[src/hw/rtl/lpr_pkg.sv]
package lpr_pkg;

  localparam int unsigned IdW    = 7;
  localparam int unsigned CountW = 8;
  localparam int unsigned RoundW = 7;
  localparam int unsigned StepW  = 4;

  localparam logic [CountW-1:0] CountReset = 8'd128;
  localparam logic [RoundW-1:0] RoundMax   = 7'd127;

  typedef struct packed {
    logic [IdW-1:0] endpoint_a;
    logic [IdW-1:0] endpoint_b;
    logic           edge_present;
    logic           last_item;
  } item_t;

  typedef struct packed {
    logic [RoundW-1:0] round_count;
    logic              bad_input;
  } result_t;

  typedef enum logic [3:0] {
    COND_ALWAYS,
    COND_NEVER,
    COND_NO_REQ,
    COND_EDGE_SKIP,
    COND_NOT_LAST,
    COND_ROUND_LIMIT,
    COND_SCAN_DONE,
    COND_NOT_ELIG,
    COND_NONE_REMOVED,
    COND_OUT_BUSY,
    COND_CLR_MORE
  } cond_e;

  typedef enum logic [1:0] {
    RD_A,
    RD_B,
    RD_V,
    RD_X
  } rd_sel_e;

  typedef enum logic [2:0] {
    WR_NONE,
    WR_CLR,
    WR_A,
    WR_B,
    WR_X,
    WR_V
  } wr_sel_e;

  typedef enum logic [3:0] {
    OP_NONE,
    OP_ACCEPT,
    OP_CLR_INC,
    OP_ROUND_INIT,
    OP_LATCH_X,
    OP_V_INC,
    OP_ROUND_INC,
    OP_EMIT,
    OP_RESTART
  } op_e;

  typedef struct packed {
    cond_e            cond;
    logic [StepW-1:0] target;
    rd_sel_e          rd;
    wr_sel_e          wr;
    op_e              op;
  } ctrl_t;

  typedef struct packed {
    logic no_req;
    logic edge_skip;
    logic not_last;
    logic round_limit;
    logic scan_done;
    logic not_elig;
    logic none_removed;
    logic out_busy;
    logic clr_more;
  } flags_t;

endpackage

[src/hw/rtl/leaf_peeling_round_counter.sv]
// Leaf peeling round counter.
// Input channel (in_valid_i/in_ready_o/in_data_i): one request per edge.
// Requests with edge_present low only carry last_item; last_item ends the
// graph and starts peeling. Bad edges (id not below the vertex count, or a
// self-loop) are dropped and reported in bad_input.
// Output channel (out_valid_o/out_ready_i/out_data_o): one result per graph.
// cfg_we_i/cfg_data_i write the vertex count; write it only while idle.
// After the last request, peeling runs in rounds that scan every vertex,
// ending with the first round that removes nothing or at the round limit.
// The result is then loaded into the output register once it is free, and
// a restart step and a clear pass of the vertex store run before the next
// request is taken.
// Reset starts the same clear pass of the vertex store; in_ready_o is
// low throughout it. The result sits in an output register: the next graph
// loads while it waits, and the sequencer holds the following result until
// the receiver has taken the earlier one.
module leaf_peeling_round_counter #(
  parameter int unsigned MAX_VERTICES = 128
) (
  input  logic                       clk_i,
  input  logic                       rst_ni,
  input  logic                       in_valid_i,
  output logic                       in_ready_o,
  input  lpr_pkg::item_t             in_data_i,
  output logic                       out_valid_o,
  input  logic                       out_ready_i,
  output lpr_pkg::result_t           out_data_o,
  input  logic                       cfg_we_i,
  input  logic [lpr_pkg::CountW-1:0] cfg_data_i
);

  lpr_pkg::ctrl_t  ctrl;
  lpr_pkg::flags_t flags;

  lpr_useq u_useq (
    .clk_i   (clk_i),
    .rst_ni  (rst_ni),
    .flags_i (flags),
    .ctrl_o  (ctrl)
  );

  lpr_dpath #(
    .MAX_VERTICES (MAX_VERTICES)
  ) u_dpath (
    .clk_i       (clk_i),
    .rst_ni      (rst_ni),
    .ctrl_i      (ctrl),
    .flags_o     (flags),
    .in_valid_i  (in_valid_i),
    .in_ready_o  (in_ready_o),
    .in_data_i   (in_data_i),
    .out_valid_o (out_valid_o),
    .out_ready_i (out_ready_i),
    .out_data_o  (out_data_o),
    .cfg_we_i    (cfg_we_i),
    .cfg_data_i  (cfg_data_i)
  );

endmodule

[src/hw/rtl/lpr_useq.sv]
module lpr_useq (
  input  logic            clk_i,
  input  logic            rst_ni,
  input  lpr_pkg::flags_t flags_i,
  output lpr_pkg::ctrl_t  ctrl_o
);

  localparam int unsigned StepW = lpr_pkg::StepW;

  localparam logic [StepW-1:0] StClr      = 4'd0;
  localparam logic [StepW-1:0] StIdle     = 4'd1;
  localparam logic [StepW-1:0] StLdA      = 4'd2;
  localparam logic [StepW-1:0] StLdAWr    = 4'd3;
  localparam logic [StepW-1:0] StLdBWr    = 4'd4;
  localparam logic [StepW-1:0] StChkLast  = 4'd5;
  localparam logic [StepW-1:0] StRndStart = 4'd6;
  localparam logic [StepW-1:0] StScanRd   = 4'd7;
  localparam logic [StepW-1:0] StEval     = 4'd8;
  localparam logic [StepW-1:0] StXWr      = 4'd9;
  localparam logic [StepW-1:0] StVWr      = 4'd10;
  localparam logic [StepW-1:0] StNextV    = 4'd11;
  localparam logic [StepW-1:0] StRndEnd   = 4'd12;
  localparam logic [StepW-1:0] StRndNext  = 4'd13;
  localparam logic [StepW-1:0] StEmit     = 4'd14;
  localparam logic [StepW-1:0] StRestart  = 4'd15;

  function automatic lpr_pkg::ctrl_t cw(input lpr_pkg::cond_e cond,
                                        input logic [StepW-1:0] target,
                                        input lpr_pkg::rd_sel_e rd,
                                        input lpr_pkg::wr_sel_e wr,
                                        input lpr_pkg::op_e op);
    lpr_pkg::ctrl_t w;
    w.cond   = cond;
    w.target = target;
    w.rd     = rd;
    w.wr     = wr;
    w.op     = op;
    return w;
  endfunction

  // control store
  function automatic lpr_pkg::ctrl_t ucode(input logic [StepW-1:0] step);
    lpr_pkg::ctrl_t w;
    unique case (step)
      StClr:      w = cw(lpr_pkg::COND_CLR_MORE, StClr, lpr_pkg::RD_V,
                         lpr_pkg::WR_CLR, lpr_pkg::OP_CLR_INC);
      StIdle:     w = cw(lpr_pkg::COND_NO_REQ, StIdle, lpr_pkg::RD_A,
                         lpr_pkg::WR_NONE, lpr_pkg::OP_ACCEPT);
      StLdA:      w = cw(lpr_pkg::COND_EDGE_SKIP, StChkLast, lpr_pkg::RD_A,
                         lpr_pkg::WR_NONE, lpr_pkg::OP_NONE);
      StLdAWr:    w = cw(lpr_pkg::COND_NEVER, StLdAWr, lpr_pkg::RD_B,
                         lpr_pkg::WR_A, lpr_pkg::OP_NONE);
      StLdBWr:    w = cw(lpr_pkg::COND_NEVER, StLdBWr, lpr_pkg::RD_B,
                         lpr_pkg::WR_B, lpr_pkg::OP_NONE);
      StChkLast:  w = cw(lpr_pkg::COND_NOT_LAST, StIdle, lpr_pkg::RD_V,
                         lpr_pkg::WR_NONE, lpr_pkg::OP_NONE);
      StRndStart: w = cw(lpr_pkg::COND_ROUND_LIMIT, StEmit, lpr_pkg::RD_V,
                         lpr_pkg::WR_NONE, lpr_pkg::OP_ROUND_INIT);
      StScanRd:   w = cw(lpr_pkg::COND_SCAN_DONE, StRndEnd, lpr_pkg::RD_V,
                         lpr_pkg::WR_NONE, lpr_pkg::OP_NONE);
      StEval:     w = cw(lpr_pkg::COND_NOT_ELIG, StNextV, lpr_pkg::RD_X,
                         lpr_pkg::WR_NONE, lpr_pkg::OP_LATCH_X);
      StXWr:      w = cw(lpr_pkg::COND_NEVER, StXWr, lpr_pkg::RD_V,
                         lpr_pkg::WR_X, lpr_pkg::OP_NONE);
      StVWr:      w = cw(lpr_pkg::COND_NEVER, StVWr, lpr_pkg::RD_V,
                         lpr_pkg::WR_V, lpr_pkg::OP_NONE);
      StNextV:    w = cw(lpr_pkg::COND_ALWAYS, StScanRd, lpr_pkg::RD_V,
                         lpr_pkg::WR_NONE, lpr_pkg::OP_V_INC);
      StRndEnd:   w = cw(lpr_pkg::COND_NONE_REMOVED, StEmit, lpr_pkg::RD_V,
                         lpr_pkg::WR_NONE, lpr_pkg::OP_NONE);
      StRndNext:  w = cw(lpr_pkg::COND_ALWAYS, StRndStart, lpr_pkg::RD_V,
                         lpr_pkg::WR_NONE, lpr_pkg::OP_ROUND_INC);
      StEmit:     w = cw(lpr_pkg::COND_OUT_BUSY, StEmit, lpr_pkg::RD_V,
                         lpr_pkg::WR_NONE, lpr_pkg::OP_EMIT);
      StRestart:  w = cw(lpr_pkg::COND_ALWAYS, StClr, lpr_pkg::RD_V,
                         lpr_pkg::WR_NONE, lpr_pkg::OP_RESTART);
      default:    w = cw(lpr_pkg::COND_ALWAYS, StClr, lpr_pkg::RD_V,
                         lpr_pkg::WR_NONE, lpr_pkg::OP_NONE);
    endcase
    return w;
  endfunction

  logic [StepW-1:0] pc_q, pc_d;
  lpr_pkg::ctrl_t   ctrl;
  logic             take;

  assign ctrl   = ucode(pc_q);
  assign ctrl_o = ctrl;

  always_comb begin
    unique case (ctrl.cond)
      lpr_pkg::COND_ALWAYS:       take = 1'b1;
      lpr_pkg::COND_NEVER:        take = 1'b0;
      lpr_pkg::COND_NO_REQ:       take = flags_i.no_req;
      lpr_pkg::COND_EDGE_SKIP:    take = flags_i.edge_skip;
      lpr_pkg::COND_NOT_LAST:     take = flags_i.not_last;
      lpr_pkg::COND_ROUND_LIMIT:  take = flags_i.round_limit;
      lpr_pkg::COND_SCAN_DONE:    take = flags_i.scan_done;
      lpr_pkg::COND_NOT_ELIG:     take = flags_i.not_elig;
      lpr_pkg::COND_NONE_REMOVED: take = flags_i.none_removed;
      lpr_pkg::COND_OUT_BUSY:     take = flags_i.out_busy;
      lpr_pkg::COND_CLR_MORE:     take = flags_i.clr_more;
      default:                    take = 1'b0;
    endcase
    pc_d = take ? ctrl.target : pc_q + 4'd1;
  end

  always_ff @(posedge clk_i or negedge rst_ni) begin
    if (!rst_ni) begin
      pc_q <= StClr;
    end else begin
      pc_q <= pc_d;
    end
  end

endmodule

[src/hw/rtl/lpr_dpath.sv]
module lpr_dpath #(
  parameter int unsigned MAX_VERTICES = 128
) (
  input  logic                           clk_i,
  input  logic                           rst_ni,
  input  lpr_pkg::ctrl_t                 ctrl_i,
  output lpr_pkg::flags_t                flags_o,
  input  logic                           in_valid_i,
  output logic                           in_ready_o,
  input  lpr_pkg::item_t                 in_data_i,
  output logic                           out_valid_o,
  input  logic                           out_ready_i,
  output lpr_pkg::result_t               out_data_o,
  input  logic                           cfg_we_i,
  input  logic [lpr_pkg::CountW-1:0]     cfg_data_i
);

  localparam int unsigned IdW    = lpr_pkg::IdW;
  localparam int unsigned CountW = lpr_pkg::CountW;
  localparam int unsigned RoundW = lpr_pkg::RoundW;
  localparam int unsigned AddrW  = $clog2(MAX_VERTICES);
  localparam int unsigned NW     = ($clog2(MAX_VERTICES + 1) > CountW) ?
                                   $clog2(MAX_VERTICES + 1) : CountW;

  function automatic logic [AddrW-1:0] id_addr(input logic [IdW-1:0] id);
    logic [IdW+AddrW-1:0] wide;
    wide = {{AddrW{1'b0}}, id};
    return wide[AddrW-1:0];
  endfunction

  function automatic logic [AddrW-1:0] cnt_addr(input logic [CountW-1:0] cnt);
    logic [CountW+AddrW-1:0] wide;
    wide = {{AddrW{1'b0}}, cnt};
    return wide[AddrW-1:0];
  endfunction

  // vertex store
  logic [IdW-1:0]    deg_mem  [MAX_VERTICES];
  logic [IdW-1:0]    xor_mem  [MAX_VERTICES];
  logic [RoundW-1:0] mark_mem [MAX_VERTICES];

  logic [IdW-1:0]    deg_rd_q, xor_rd_q;
  logic [RoundW-1:0] mark_rd_q;

  logic [CountW-1:0] vcount_q;
  logic [AddrW-1:0]  clr_cnt_q;
  logic [CountW-1:0] v_q;
  logic [RoundW-1:0] rounds_q;
  logic              removed_q;
  logic              err_q;
  logic              out_valid_q;
  lpr_pkg::item_t    item_q;
  lpr_pkg::result_t  out_q;
  logic [IdW-1:0]    x_q;
  logic              x_ok_q;

  logic [NW-1:0]     vc_wide, n_wide;
  logic [CountW-1:0] n_eff;
  logic [RoundW-1:0] tag;
  logic              in_bad, item_bad, out_busy, out_load, accept;

  logic [AddrW-1:0]  rd_addr, wr_addr;
  logic              we_deg, we_xor, we_mark;
  logic [IdW-1:0]    deg_wd, xor_wd;
  logic [RoundW-1:0] mark_wd;

  assign vc_wide = NW'(vcount_q);
  assign n_wide  = (vc_wide < NW'(MAX_VERTICES)) ? vc_wide : NW'(MAX_VERTICES);
  assign n_eff   = n_wide[CountW-1:0];
  assign tag     = rounds_q + 7'd1;

  assign in_bad = in_data_i.edge_present &&
                  (({1'b0, in_data_i.endpoint_a} >= n_eff) ||
                   ({1'b0, in_data_i.endpoint_b} >= n_eff) ||
                   (in_data_i.endpoint_a == in_data_i.endpoint_b));
  assign item_bad = ({1'b0, item_q.endpoint_a} >= n_eff) ||
                    ({1'b0, item_q.endpoint_b} >= n_eff) ||
                    (item_q.endpoint_a == item_q.endpoint_b);

  assign in_ready_o = (ctrl_i.op == lpr_pkg::OP_ACCEPT);
  assign accept     = in_valid_i && in_ready_o;
  assign out_busy   = out_valid_q && !out_ready_i;
  assign out_load   = (ctrl_i.op == lpr_pkg::OP_EMIT) && !out_busy;

  assign flags_o.no_req       = !in_valid_i;
  assign flags_o.edge_skip    = !item_q.edge_present || item_bad;
  assign flags_o.not_last     = !item_q.last_item;
  assign flags_o.round_limit  = (rounds_q == lpr_pkg::RoundMax);
  assign flags_o.scan_done    = (v_q >= n_eff);
  assign flags_o.not_elig     = (deg_rd_q != 7'd1) || (mark_rd_q == tag);
  assign flags_o.none_removed = !removed_q;
  assign flags_o.out_busy     = out_busy;
  assign flags_o.clr_more     = (clr_cnt_q != AddrW'(MAX_VERTICES - 1));

  always_comb begin
    unique case (ctrl_i.rd)
      lpr_pkg::RD_A: rd_addr = id_addr(item_q.endpoint_a);
      lpr_pkg::RD_B: rd_addr = id_addr(item_q.endpoint_b);
      lpr_pkg::RD_V: rd_addr = cnt_addr(v_q);
      lpr_pkg::RD_X: rd_addr = id_addr(xor_rd_q);
      default:       rd_addr = cnt_addr(v_q);
    endcase
  end

  always_comb begin
    wr_addr = cnt_addr(v_q);
    we_deg  = 1'b0;
    we_xor  = 1'b0;
    we_mark = 1'b0;
    deg_wd  = '0;
    xor_wd  = '0;
    mark_wd = '0;
    unique case (ctrl_i.wr)
      lpr_pkg::WR_NONE: begin
      end
      lpr_pkg::WR_CLR: begin
        wr_addr = clr_cnt_q;
        we_deg  = 1'b1;
        we_xor  = 1'b1;
        we_mark = 1'b1;
      end
      lpr_pkg::WR_A: begin
        wr_addr = id_addr(item_q.endpoint_a);
        we_deg  = 1'b1;
        we_xor  = 1'b1;
        deg_wd  = deg_rd_q + 7'd1;
        xor_wd  = xor_rd_q ^ item_q.endpoint_b;
      end
      lpr_pkg::WR_B: begin
        wr_addr = id_addr(item_q.endpoint_b);
        we_deg  = 1'b1;
        we_xor  = 1'b1;
        deg_wd  = deg_rd_q + 7'd1;
        xor_wd  = xor_rd_q ^ item_q.endpoint_a;
      end
      lpr_pkg::WR_X: begin
        wr_addr = id_addr(x_q);
        we_deg  = x_ok_q;
        we_xor  = x_ok_q;
        we_mark = x_ok_q;
        deg_wd  = deg_rd_q - 7'd1;
        xor_wd  = xor_rd_q ^ v_q[IdW-1:0];
        mark_wd = tag;
      end
      lpr_pkg::WR_V: begin
        we_deg = 1'b1;
        we_xor = 1'b1;
      end
      default: begin
      end
    endcase
  end

  always_ff @(posedge clk_i) begin
    if (we_deg) begin
      deg_mem[wr_addr] <= deg_wd;
    end
    if (we_xor) begin
      xor_mem[wr_addr] <= xor_wd;
    end
    if (we_mark) begin
      mark_mem[wr_addr] <= mark_wd;
    end
    deg_rd_q  <= deg_mem[rd_addr];
    xor_rd_q  <= xor_mem[rd_addr];
    mark_rd_q <= mark_mem[rd_addr];
  end

  always_ff @(posedge clk_i) begin
    if (accept) begin
      item_q <= in_data_i;
    end
    if (ctrl_i.op == lpr_pkg::OP_LATCH_X) begin
      x_q    <= xor_rd_q;
      x_ok_q <= ({1'b0, xor_rd_q} < n_eff);
    end
    if (out_load) begin
      out_q.round_count <= rounds_q;
      out_q.bad_input   <= err_q;
    end
  end

  always_ff @(posedge clk_i or negedge rst_ni) begin
    if (!rst_ni) begin
      vcount_q    <= lpr_pkg::CountReset;
      clr_cnt_q   <= '0;
      v_q         <= '0;
      rounds_q    <= '0;
      removed_q   <= 1'b0;
      err_q       <= 1'b0;
      out_valid_q <= 1'b0;
    end else begin
      if (cfg_we_i) begin
        vcount_q <= cfg_data_i;
      end
      if (ctrl_i.wr == lpr_pkg::WR_V) begin
        removed_q <= 1'b1;
      end
      if (out_load) begin
        out_valid_q <= 1'b1;
      end else if (out_valid_q && out_ready_i) begin
        out_valid_q <= 1'b0;
      end
      unique case (ctrl_i.op)
        lpr_pkg::OP_NONE: begin
        end
        lpr_pkg::OP_ACCEPT: begin
          if (accept && in_bad) begin
            err_q <= 1'b1;
          end
        end
        lpr_pkg::OP_CLR_INC: begin
          clr_cnt_q <= clr_cnt_q + AddrW'(1);
        end
        lpr_pkg::OP_ROUND_INIT: begin
          v_q       <= '0;
          removed_q <= 1'b0;
        end
        lpr_pkg::OP_LATCH_X: begin
        end
        lpr_pkg::OP_V_INC: begin
          v_q <= v_q + 8'd1;
        end
        lpr_pkg::OP_ROUND_INC: begin
          rounds_q <= rounds_q + 7'd1;
        end
        lpr_pkg::OP_EMIT: begin
        end
        lpr_pkg::OP_RESTART: begin
          clr_cnt_q <= '0;
          rounds_q  <= '0;
          err_q     <= 1'b0;
        end
        default: begin
        end
      endcase
    end
  end

  assign out_valid_o = out_valid_q;
  assign out_data_o  = out_q;

  a_edge_write_good: assert property (@(posedge clk_i) disable iff (!rst_ni)
    (ctrl_i.wr == lpr_pkg::WR_A || ctrl_i.wr == lpr_pkg::WR_B) |->
      (item_q.edge_present && !item_bad))
    else $error("edge written to vertex store without a valid edge");

  a_round_needs_removal: assert property (@(posedge clk_i) disable iff (!rst_ni)
    (ctrl_i.op == lpr_pkg::OP_ROUND_INC) |-> removed_q)
    else $error("round counted without a removal");

  a_tag_nonzero: assert property (@(posedge clk_i) disable iff (!rst_ni)
    (ctrl_i.op == lpr_pkg::OP_LATCH_X) |-> (rounds_q != lpr_pkg::RoundMax))
    else $error("scan running past the round limit");

endmodule
[config.mk]
export PLATFORM = sky130hd
export DESIGN_NAME = leaf_peeling_round_counter
export DESIGN_NICKNAME = d
export VERILOG_FILES = /design/src/hw/rtl/lpr_pkg.sv /design/src/hw/rtl/leaf_peeling_round_counter.sv /design/src/hw/rtl/lpr_useq.sv /design/src/hw/rtl/lpr_dpath.sv
export SDC_FILE = /design/constraint.sdc
export NUM_CORES = 2
export LEC_CHECK = 0
export ABC_AREA = 1
export BUFFER_PORTS_ARGS = -buffer_cell sky130_fd_sc_hd__buf_2
export CORE_MARGIN = 2
export CORE_UTILIZATION = 35
export CTS_CLUSTER_SIZE = 16
export DETAILED_ROUTE_END_ITERATION = 6
export HOLD_SLACK_MARGIN = 0.08
export PLACE_DENSITY_LB_ADDON = 0.3
export SYNTH_ARGS = -nofsm -noshare
export SYNTH_HDL_FRONTEND = slang
export SYNTH_SLANG_ARGS = --single-unit
[constraint.sdc]
create_clock -name clk_i -period 12 [get_ports clk_i]
set_clock_uncertainty 0.15 [all_clocks]
set_input_delay 2.4 -clock clk_i [delete_from_list [all_inputs] [get_ports clk_i]]
set_output_delay 2.4 -clock clk_i [all_outputs]
set_load 0.005 [all_outputs]
## After elaboration in Yosys (flattened, before gate mapping)

Memory sizes are Yosys's and may differ from the RTL's. A register that Yosys moved wholly into a read port is not among the register bits.
Index checks and enable logic that the tools add are counted.

| storage, ports and cells | value |
|---|---|
| output and inout port bits | 10 |
| bits in read-only memories | 272 |
| register bits | 69 |
| memories | 4 |
| input bits | 29 |
| logic and storage cells | 120 |
| bits in writable memories | 2688 |
| bits in latches | 0 |

| cells by class | value |
|---|---|
| $add $sub $neg | 6 |
| bitwise gates (word level) | 3 |
| $mul | 0 |
| multiplexer cells | 23 |
| shifts and indexed selects | 0 |
| equality and inequality tests | 32 |
| reductions and logical operators | 29 |
| magnitude comparators | 7 |
| div/mod/pow operators | 0 |

Memories:

| memory | depth | bits a word | rd ports | clocked after Yosys merged registers in | wr ports | line | source |
|---|---|---|---|---|---|---|---|
| u_dpath.deg_mem | 128 | 7 | 1 | 1 | 1 | lpr_dpath.sv:38 | `logic [IdW-1:0] deg_mem [MAX_VERTICES];` |
| u_dpath.mark_mem | 128 | 7 | 1 | 1 | 1 | lpr_dpath.sv:40 | `logic [RoundW-1:0] mark_mem [MAX_VERTICES];` |
| u_dpath.xor_mem | 128 | 7 | 1 | 1 | 1 | lpr_dpath.sv:39 | `logic [IdW-1:0] xor_mem [MAX_VERTICES];` |
| (no name shown) | 16 | 17 | 1 | 0 | 0 | lpr_useq.sv:44 | `unique case (step)` |

Operators by type and width:

| cell | number |
|---|---|
| $pmux W7 S4 | 2 |
| $pmux W7 S2 | 3 |
| $eq A4 B3 Y1 const B | 8 |
| $ge A7 B8 Y1 | 4 |
| $add A7 B1 Y7 const B | 3 |
| $eq A7 B7 Y1 | 3 |
| $pmux W7 S3 | 1 |
| $xor A7 B7 Y7 | 3 |
| $eq A4 B2 Y1 const B | 4 |
| $eq A4 B4 Y1 const B | 4 |
| $pmux W8 S2 | 1 |
| $reduce_bool A2 Y1 | 6 |
| $pmux W1 S10 | 1 |
| $mux W1 | 9 |
| $add A8 B1 Y8 const B | 1 |
| $ge A8 B8 Y1 | 1 |
| $lt A7 B8 Y1 | 1 |
| $lt A8 B8 Y1 const B | 1 |
| $mux W8 | 1 |
| $eq A7 B7 Y1 const B | 1 |
| $mux W7 | 1 |
| $ne A7 B1 Y1 const B | 1 |
| $ne A7 B7 Y1 const B | 1 |
| $sub A7 B1 Y7 const B | 1 |
| other kinds (18) | 38 |

## Logic depth before layout (Yosys ltp)

| logic depth | value |
|---|---|
| word-level depth | 9 |
| gate-level depth with buffers | 22 |
| mapped depth without buffers | 21 |

## Hierarchy

A second synthesis with hierarchy kept.

| unflattened totals | value |
|---|---|
| cell total of the unflattened synthesis | 9975 |
| area total of the unflattened synthesis | 116864.6 um2 |

By module, submodules not included:

| module | area each (um2) | instances | cells an instance |
|---|---|---|---|
| lpr_dpath | 116078.8 | 1 | 9847 |
| lpr_useq | 785.8 | 1 | 128 |

## Worst setup path before layout

Ideal clock, no wire load.

| timing path | value |
|---|---|
| path kind | reg2reg |
| from | reg (tool-made name) |
| to | mem u_dpath.deg_mem[0][3], data pin |
| library setup time | 1198 ps |
| period minus slack after synthesis | 7920 ps |
| path slack | 4080 ps |
| path buffers | 1 |
| cell stages (with the launch flop) | 10 |
| arrival time | 6572 ps |
| cell sequence | dfrtp_1 > inv_1 > ha_1 > inv_1 > nor2_1 > inv_1 > nor2_2 > nand2_4 > clkbuf_1 > o21ai_0 |

RTL lines:

| what | line |
|---|---|
| end, declared | lpr_dpath.sv:38 |

==> qor.csv <==
metric;value;unit
outcome;finished, violations left;
failing checks;design-rule violations, max-capacitance violations, max-slew violations;
CTS clk-pin slew, worst paths;60;ps
Worst Hold Class;register to register;
Final Non-Filler Cells;14400;
Fmax;0.148;GHz
Leak;43.5;nW
Post-CTS Hold Buffers;0;
syn avg cell area;11.7;µm²
share of layout cells above drive strength 1;8.07;%
worst vdd ir;122;µV
MaxCap Viol Count;1;
cell taking the most area after synthesis;edfxtp_1;
worst-skew pair later-pin latency;880;ps
vias in the first global route;76100;
Netlist Area Pre-Place;0.116;mm²
CP Launch Type;register;
Setup TNS Final;0;ps
DRC;1;
Post-DRT Antenna Nets;0;
critical path's slowest cell;buf_4;
Crit Path Category;register to register;
CTS tree;built;
Post-Syn Instances;9921;
Row Count;211;
Die Wd;581;µm
placed cells;13800;
period utilization;56.3;%
dpl hpwl;201;mm
final setup vio count;0;
wire length per cell;25.2;µm
sequential-to-total area share from yosys stat;71.4;%
cts repair resizes;0;
Clock Tree Buf Depth;4;
CP cell instances;inv_1, ha_1, inv_2, nand2_1, nand3_4, inv_4, nor2_1, nand2_4, buf_4, buf_12, buf_4, nand3_1, nand3_1, nand3_1, nand3_1, nand3_1, nand3_1, nand3_1, nand2_1;
CP max FO;153;
I/O pins;39;
commonest non-fill, non-tap cell in the layout;nand3_1;
drt via density;5.66;
Initial Util;35.2;%
total internal power;16.0;mW
PortBufs;38;
via count;81400;
total grt overflow;0;
Flop pwr share;52.6;%
Worst-Margin Slew;1510;ps
top cell type's share of synthesized area;70.2;%
fillers;31000;
initial DRC count;10900;
largest net degree at the start of global routing;207;
#FFs+latches synth;2778;
Max Transition Viols Final;22;
Final #Nets;9841;
core region area;0.331;mm²
Pre-antenna DRT Iters;7;
clock share of power;47.1;%
clock root buffer;clkbuf_16;
Crit path top cell by count;nand3_1;
Synth area leaders;edfxtp_1 70%, nand3_1 16%, nand2_1 6.1%, buf_2 1.7%, nor2_1 1.1%;
first-pass GRT wire length;528;mm
TritonCTS Buffers;303;
CP max stage delay;810;ps
WL final;362;mm
sw frac;19.6;%
Post-synth top flop;edfxtp_1;
CTS H-tree lvls;5;
antenna violations before repair;12;
critical path capture point type;register;
die area;0.337;mm²
P_sw;3.90;mW
Clock Sinks;2778;
WP data arrival;7330;ps
number of synthesized flops with an enable pin;2720;
Period minus WS final;6750;ps
Syn-to-layout area delta;12.5;%
Synthesized Nets;10000;
unrepaired setup endpoints after global routing;no;
Unique masters post-synth;53;
Die H;581;µm
Comb pwr share;0.3;%
Final Wtd Congestion;0.879;
worst reg-to-reg setup slack;5250;ps
Synth Warn #;0;
Req. time, crit path;12580;ps
PwrDens;152;mW/mm²
Total GRT Usage;20.7;%
final hold vios;0;
Synth async-reset ratio;1.33;%
number of setup buffers added after CTS;0;
Rel. slew slack;-0.820;%
most frequent cells in the layout;3765 x nand3_1, 2720 x edfxtp_1, 1877 x nand2_1;
-- synthesized netlist by cell type, drive strengths merged (6+ instances only) --
library cell	n
o22ai	23
dfxtp	21
inv	119
o2111ai	8
nor2	347
nand3	3768
xnor2	7
buf	473
edfxtp	2720
dfrtp	36
nand4	10
mux2	6
clkbuf	278
nand2	1883
o21ai	54
a21oi	34
nor3	17
xor2	26
ha	55
-- sequential cells by signal, indices dropped and copies added (netlist names), 8 cells and up, named ones only --
name,cells
u_dpath.item_q,16
u_dpath.vc_wide,8
u_dpath.out_data_o,8
u_dpath.xor_mem,896
u_dpath.mark_mem,896
u_dpath.v_q,8
u_dpath.deg_mem,896
-- worst max-delay path, delay by kind of cell (launching register included) --
kind	cells	cell delay, ps
fa+ha+maj	1	280
buf+inv	6	2660
flops	1	470
simple gates	12	2680
-- power by group through the flow --
| stage | combinational (mW) | clock, mW | sequential [mW] |
|---|---|---|---|
| 4_1_cts | 0.0569 | 9.48 | 10.5 |
| 2_1_floorplan | 0.0343 | 0 | 10.7 |
| 3_3_place_gp | 0.0536 | 0 | 10.7 |
| 5_1_grt | 0.0653 | 9.84 | 10.5 |
| 3_5_place_dp | 0.0563 | 0 | 10.7 |
| 6_report | 0.0566 | 9.38 | 10.5 |
-- metrics by stage --
stage	setup slack, ps	hold WS, ps	util [%]	instance area (µm²)	total power [mW]
floorplan	4080	275	-	116000	10.7
global placement	5570	285	36.6	121000	10.7
detailed placement	5490	287	36.6	121000	10.8
CTS	5490	301	39.6	131000	20.0
global route	5080	322	39.6	131000	20.4
finish	5250	303	39.6	131000	19.9
-- routing by layer --
| layer | share of wire (%) | vias up | global-route usage [%] | wire length (µm) |
|---|---|---|---|---|
| li1 | - | 35800 | - | - |
| met1 | 41 | 40700 | 28.9 | 149000 |
| met2 | 46 | 4141 | 32.4 | 167000 |
| met3 | 8.9 | 687 | 3.20 | 32100 |
| met4 | 4.1 | 2 | 7.97 | 14700 |
| met5 | 0.0036 | - | 0 | 13 |
-- final cells by class --
class	instances	area (µm²)	share of cell area, %
well taps	4366	5460	4.17
clock buffers	368	7970	6.09
inverters	122	494	0.378
multi-input cells	6270	29800	22.8
clock inverters	174	1860	1.42
repair buffers	282	2260	1.73
diodes	2	5.00	0.00382
flip-flops and latches	2778	83000	63.4
-- worst paths after layout --
path	cells past startpoint	end	startpoint
min	0	u_dpath.out_data_o[6]	u_dpath.rounds_q[5]
min reg2reg	0	u_dpath.out_data_o[6]	u_dpath.rounds_q[5]
max reg2reg	19	u_dpath.mark_rd_q[4]	register
max	19	u_dpath.mark_rd_q[4]	register
max in group asynchronous	1	u_dpath.vc_wide[0]	rst_ni
min in group asynchronous	1	u_dpath.rounds_q[2]	rst_ni
-- cell families after synthesis --
logic type | after synthesis | share of synthesized area, %
buffers and inverters | 873 | 3.27
AND/OR/NAND/NOR | 6030 | 23.7
AO/OA/AOI/OAI | 144 | 0.757
flip-flops | 2778 | 71.4
multiplexers | 8 | 0.0753
XOR/XNOR | 33 | 0.248
adder cells (fa/ha/maj) | 55 | 0.592
Note: power is estimated with default switching activity, not from simulation.
